===== src/design/gdsm_pkg.sv =====
// Shared types and codes for the grouped DFA string matcher.
`timescale 1ns / 1ps

package gdsm_pkg;

    localparam int CMD_W   = 2;
    localparam int STATE_W = 6;
    localparam int SLOT_W  = 3;
    localparam int KIND_W  = 2;
    localparam int CHAR_W  = 21;

    localparam logic [CMD_W-1:0] CMD_WR_SLOT = 2'd0;
    localparam logic [CMD_W-1:0] CMD_WR_MARK = 2'd1;
    localparam logic [CMD_W-1:0] CMD_CHAR    = 2'd2;
    localparam logic [CMD_W-1:0] CMD_END     = 2'd3;

    localparam logic [KIND_W-1:0] KIND_UNUSED  = 2'd0;
    localparam logic [KIND_W-1:0] KIND_ANY     = 2'd1;
    localparam logic [KIND_W-1:0] KIND_INSIDE  = 2'd2;
    localparam logic [KIND_W-1:0] KIND_OUTSIDE = 2'd3;

    typedef struct packed {
        logic [CMD_W-1:0]   cmd;
        logic [STATE_W-1:0] state_sel;
        logic [SLOT_W-1:0]  slot_sel;
        logic [KIND_W-1:0]  class_kind;
        logic [CHAR_W-1:0]  range_low;
        logic [CHAR_W-1:0]  range_high;
        logic [STATE_W-1:0] target_state;
        logic               final_flag;
        logic [CHAR_W-1:0]  char_code;
    } item_t;

    typedef struct packed {
        logic accepted;
        logic stopped_early;
    } result_t;

    typedef logic [STATE_W-1:0] cfg_t;

    typedef struct packed {
        logic slot_we;
        logic slot_re;
        logic mark_we;
        logic mark_re;
        logic mark_val;
    } tbl_ctl_t;

endpackage


===== src/design/gdsm_slot_match.sv =====
// Shared slot compare unit: does one transition slot take the character.
`timescale 1ns / 1ps

module gdsm_slot_match #(
    parameter int CW = 21
) (
    input  logic [gdsm_pkg::KIND_W-1:0] kind,
    input  logic [CW-1:0]               range_lo,
    input  logic [CW-1:0]               range_hi,
    input  logic [CW-1:0]               ch,
    output logic                        hit
);

    logic in_range;

    assign in_range = (ch >= range_lo) && (ch <= range_hi);

    always_comb
    begin
        case (kind)
            gdsm_pkg::KIND_ANY:     hit = 1'b1;
            gdsm_pkg::KIND_INSIDE:  hit = in_range;
            gdsm_pkg::KIND_OUTSIDE: hit = !in_range;
            default:                hit = 1'b0;
        endcase
    end

endmodule


===== config.mk =====
export PLATFORM = sky130hd
export DESIGN_NAME = gdsm_slot_match
export DESIGN_NICKNAME = d
export VERILOG_FILES = /design/src/design/gdsm_pkg.sv /design/src/design/gdsm_slot_match.sv
export SDC_FILE = /design/constraint.sdc
export NUM_CORES = 1
export LEC_CHECK = 0
export BUFFER_PORTS_ARGS = -buffer_cell sky130_fd_sc_hd__buf_2
export CORE_MARGIN = 2
export CORE_UTILIZATION = 35
export DETAILED_ROUTE_END_ITERATION = 6
export PLACE_DENSITY = 0.72
export SETUP_SLACK_MARGIN = 0.15
export SYNTH_ARGS = -nofsm -noshare
export SYNTH_HDL_FRONTEND = slang
export SYNTH_SLANG_ARGS = --single-unit

===== constraint.sdc =====
create_clock -name vclk -period 4.64
set_clock_uncertainty 0.05 [all_clocks]
set_input_delay 0.232 -clock vclk [all_inputs]
set_output_delay 0.232 -clock vclk [all_outputs]
set_load 0.02 [all_outputs]

* Word-level counts from Yosys, hierarchy flattened *
Cells that the tools add are included.

word-level totals
  bits in latches = 0
  output and inout bits = 1
  bits in writable memories = 0
  memories kept = 0
  register bits = 0
  ROM bits = 0

operators by class
  $add $sub $neg = 0
  multipliers = 0
  divide/modulo/power cells = 0
  bitwise gates (word level) = 0
  reduce and logical (&&, ||, !) cells = 2
  equality and inequality tests = 3
  order comparisons = 2
  shift-type cells = 0
  mux-type cells = 1

operators with widths
  cell                                                              count
  21-bit >= comparator                                              1
  21-bit <= comparator                                              1
  2-bit == test (second input constant)                             2
  1-bit one-hot mux with 3 select lines                             1
  2-bit by 1-bit == test with 1-bit output (second input constant)  1
  1-bit logical AND                                                 1
  1-bit zero test                                                   1

* Longest topological paths before layout *
  word-level depth = 4
  depth in mapped cells = 8
  mapped depth without buffers = 8

* Least setup slack after synthesis *
Ideal clock, no wire load.

  path kind = input -> output
  from = input range_hi[19]
  to = output hit
  arrival time = 1,830 ps
  stages = 8
  path slack = 2,528 ps
  data required time = 4,358 ps
  cell sequence = inv_1 > ha_1 > nand4_2 > nor4_4 > nand3_1 > nor3_1 > o211ai_2 > xnor2_1

on the way
  cells in the longest elaborated chain, start to end = 4

ends and longest elaborated chain
  item                                     RTL line               text
  start, declared                          gdsm_slot_match.sv:9   input logic [CW-1:0] range_hi,
  21-bit <= comparator *                   gdsm_slot_match.sv:16  assign in_range = (ch >= range_lo) && (ch <= range_hi);
  1-bit logical AND *                      gdsm_slot_match.sv:16
  1-bit zero test                          gdsm_slot_match.sv:23  gdsm_pkg::KIND_OUTSIDE: hit = !in_range;
  1-bit one-hot mux with 3 select lines *  gdsm_slot_match.sv:20  case (kind)
  end, declared                            gdsm_slot_match.sv:11  output logic hit

Every way passes the cells marked *; elsewhere a longest branch is shown, timed or not.

* Worst setup path in the final report *
Same ends and word-level chain as after synthesis.

==> reports/summary.txt <==
CP Launch Type: input pin
ANT nets after route: 0
overall routing resource usage: 14.5%
Final Hold Viols: 0
Setup-failing EPs final: 0
fin crit period: 2.26 ns
Yosys cell types: 26
worst path arrival time: 1.97 ns
crit-path max FO: 3
P per Cell Area: 77.8 nW/um2
Die Ht: 60.3 um
fin worst setup slack: 2.38 ns
first-pass GRT wire length: 4.27 mm
status: finished, final reports clean
Syn. warnings: 0
Iteration-0 DRC Markers: 9
post-CTS setup buffer count: 0
DRT Wirelength: 2.47 mm
Cell Area, Synth: 1110 um2
Seq pwr share: 0%
hold slack final: 0.705 ns
relative slew slack: 79.9%
drt wl/cell: 9.39 um
Placer Congestion: 0.767
flip-flop and latch count: 0
Final TNS setup: 0 ns
initial antenna violation count: 0
core box area: 3030 um2
Place WS: 2.39 ns
iteration count of the initial detailed-routing pass: 4
Gate Count Post-Synth: 153
largest net degree at the start of global routing: 4
HP Class: input pin to output pin
Sw Share: 49.9%
Synthesized Nets: 260
fillers: 322
Area Growth Syn to Fin: 34.7%
Net count, final: 328
Resized cells post-CTS: 0
DIE AREA: 3640 um2
Post-CTS Hold Buffers: 0
clock share of power: 0%
number of core rows: 20
Register Area: 0 um2
Tightest Pin Transition: 0.297 ns
Max Cap Viol: 0
# diodes: 0
Area contributors post-synth: ha_1, inv_1, a21oi_1
clock buf count: 0
Hold Path Origin: kind[0]
Yosys top cell by area: ha_1
Min-Delay Path Depth: 3
Leak: 0.959 nW
internal power: 0.0583 mW
Starting Density: 36.7%
vias per cell: 4.48
Gate power share: 100.0%
crit end category: output pin
Worst Setup Path Type: input pin to output pin
Hold EP: hit
DP Wirelength: 2.37 mm
switching power: 0.0580 mW
I/O pin count: 66
RSZ-0062 raised after global routing: false
Worst Path Required: 4.36 ns
routed vias: 1179
port bufs: 66
grt total ovfl: 0
share of layout cells above drive strength 1: 33.3%
Avg Cell Area, Syn: 7.26 um2
Slew Limit Fails: 0
Synth top area share: 47.3%
final critical-path share of the clock period: 48.6%
fmax: 443 MHz
VDD IR max: 0.0282 mV
vias in the first global route: 1129
Seq/Total Area, Yosys: 0%
Die X: 60.3 um
DRC violations left: 0
critical path: stages:
cell and delay (ns):
buf_2 0.08, inv_1 0.03, ha_1 0.31, nand4_2 0.16
nor4_4 0.34, a221oi_1 0.13, and4_4 0.20, o211ai_2 0.18
xnor2_1 0.13, buf_2 0.17
cells by family (layout without fill, tap and decap cells):
| kind of cell | Yosys count | count (layout) | synth area share, % |
|---|---|---|---|
| adders and majority gates | 42 | 42 | 47.3 |
| xor gates and xnor gates | 1 | 1 | 0.788 |
| buffers and inverters | 43 | 109 | 14.5 |
| AOI/OAI and AO/OA | 29 | 29 | 16.4 |
| and+or+nand+nor | 38 | 38 | 20.9 |
cell usage in the layout (no fill, tap or decap):
master and n:
a211oi_1 1, a21boi_0 1, a21o_1 2, a21oi_1 14, a221oi_1 2, and4_4 1
buf_2 66, ha_1 42, inv_1 43, nand2_1 10, nand2b_1 1, nand2b_2 1
nand3_1 6, nand3b_1 1, nand4_1 5, nand4_2 3, nor2_1 5, nor2b_1 1
nor3_1 2, nor4_1 1, nor4_4 1, o2111ai_1 1, o211ai_2 1, o21ai_0 4
o311ai_0 1, o31ai_1 2, xnor2_1 1
cells in the mapped netlist (all sizes together):
cell	n
nor4	2
o311ai	1
a221oi	2
xnor2	1
o31ai	2
ha	42
o211ai	1
a211oi	1
o2111ai	1
inv	43
o21ai	4
nand2	10
and4	1
nor2	5
a21o	2
nor2b	1
nand4	8
nor3	2
nand3	6
nand3b	1
a21oi	14
a21boi	1
nand2b	2
power by group through the flow:
stage | Combinational [mW] | Clock (mW) | Sequential, mW
after detailed placement | 0.117 | 0 | 0
after floorplan | 0.0709 | 0 | 0
after global placement | 0.115 | 0 | 0
after global routing | 0.136 | 0 | 0
final | 0.116 | 0 | 0
after CTS | 0.118 | 0 | 0
worst max path at each step:
stage / slack, ns / start / to / cells past startpoint
finish: 2.38 / range_hi[19] / hit / 10
global route: 2.24 / range_hi[19] / hit / 10
CTS: 2.38 / range_hi[19] / hit / 10
detailed placement: 2.39 / range_hi[19] / hit / 10
global placement: 2.41 / range_hi[19] / hit / 10
floorplan: 2.53 / range_hi[19] / hit / 8
through the flow:
| step | instances | area (um2) | util (%) | power, mW |
|---|---|---|---|---|
| finish | 263 | 1500 | 49.4 | 0.116 |
| floorplan | 153 | 1110 | - | 0.0709 |
| global placement | 263 | 1500 | 49.4 | 0.115 |
| CTS | 263 | 1500 | 49.4 | 0.118 |
| detailed placement | 263 | 1500 | 49.4 | 0.117 |
| global route | 263 | 1500 | 49.4 | 0.136 |
routing by layer:
layer	GRT usage, %	part of all wire, %	vias up
met4	0	0	0
met5	0	0	-
li1	-	-	664
met2	28.3	48	29
met1	18.6	47	486
met3	0.853	4.8	0
area by class of cell:
| type | count | area [um2] | area share [%] |
|---|---|---|---|
| timing repair buffer | 66 | 330 | 22.1 |
| inverter | 43 | 161 | 10.8 |
| multi-input combinational | 110 | 950 | 63.5 |
| tap | 44 | 55.1 | 3.68 |
Power figures use the tool's default switching activity.
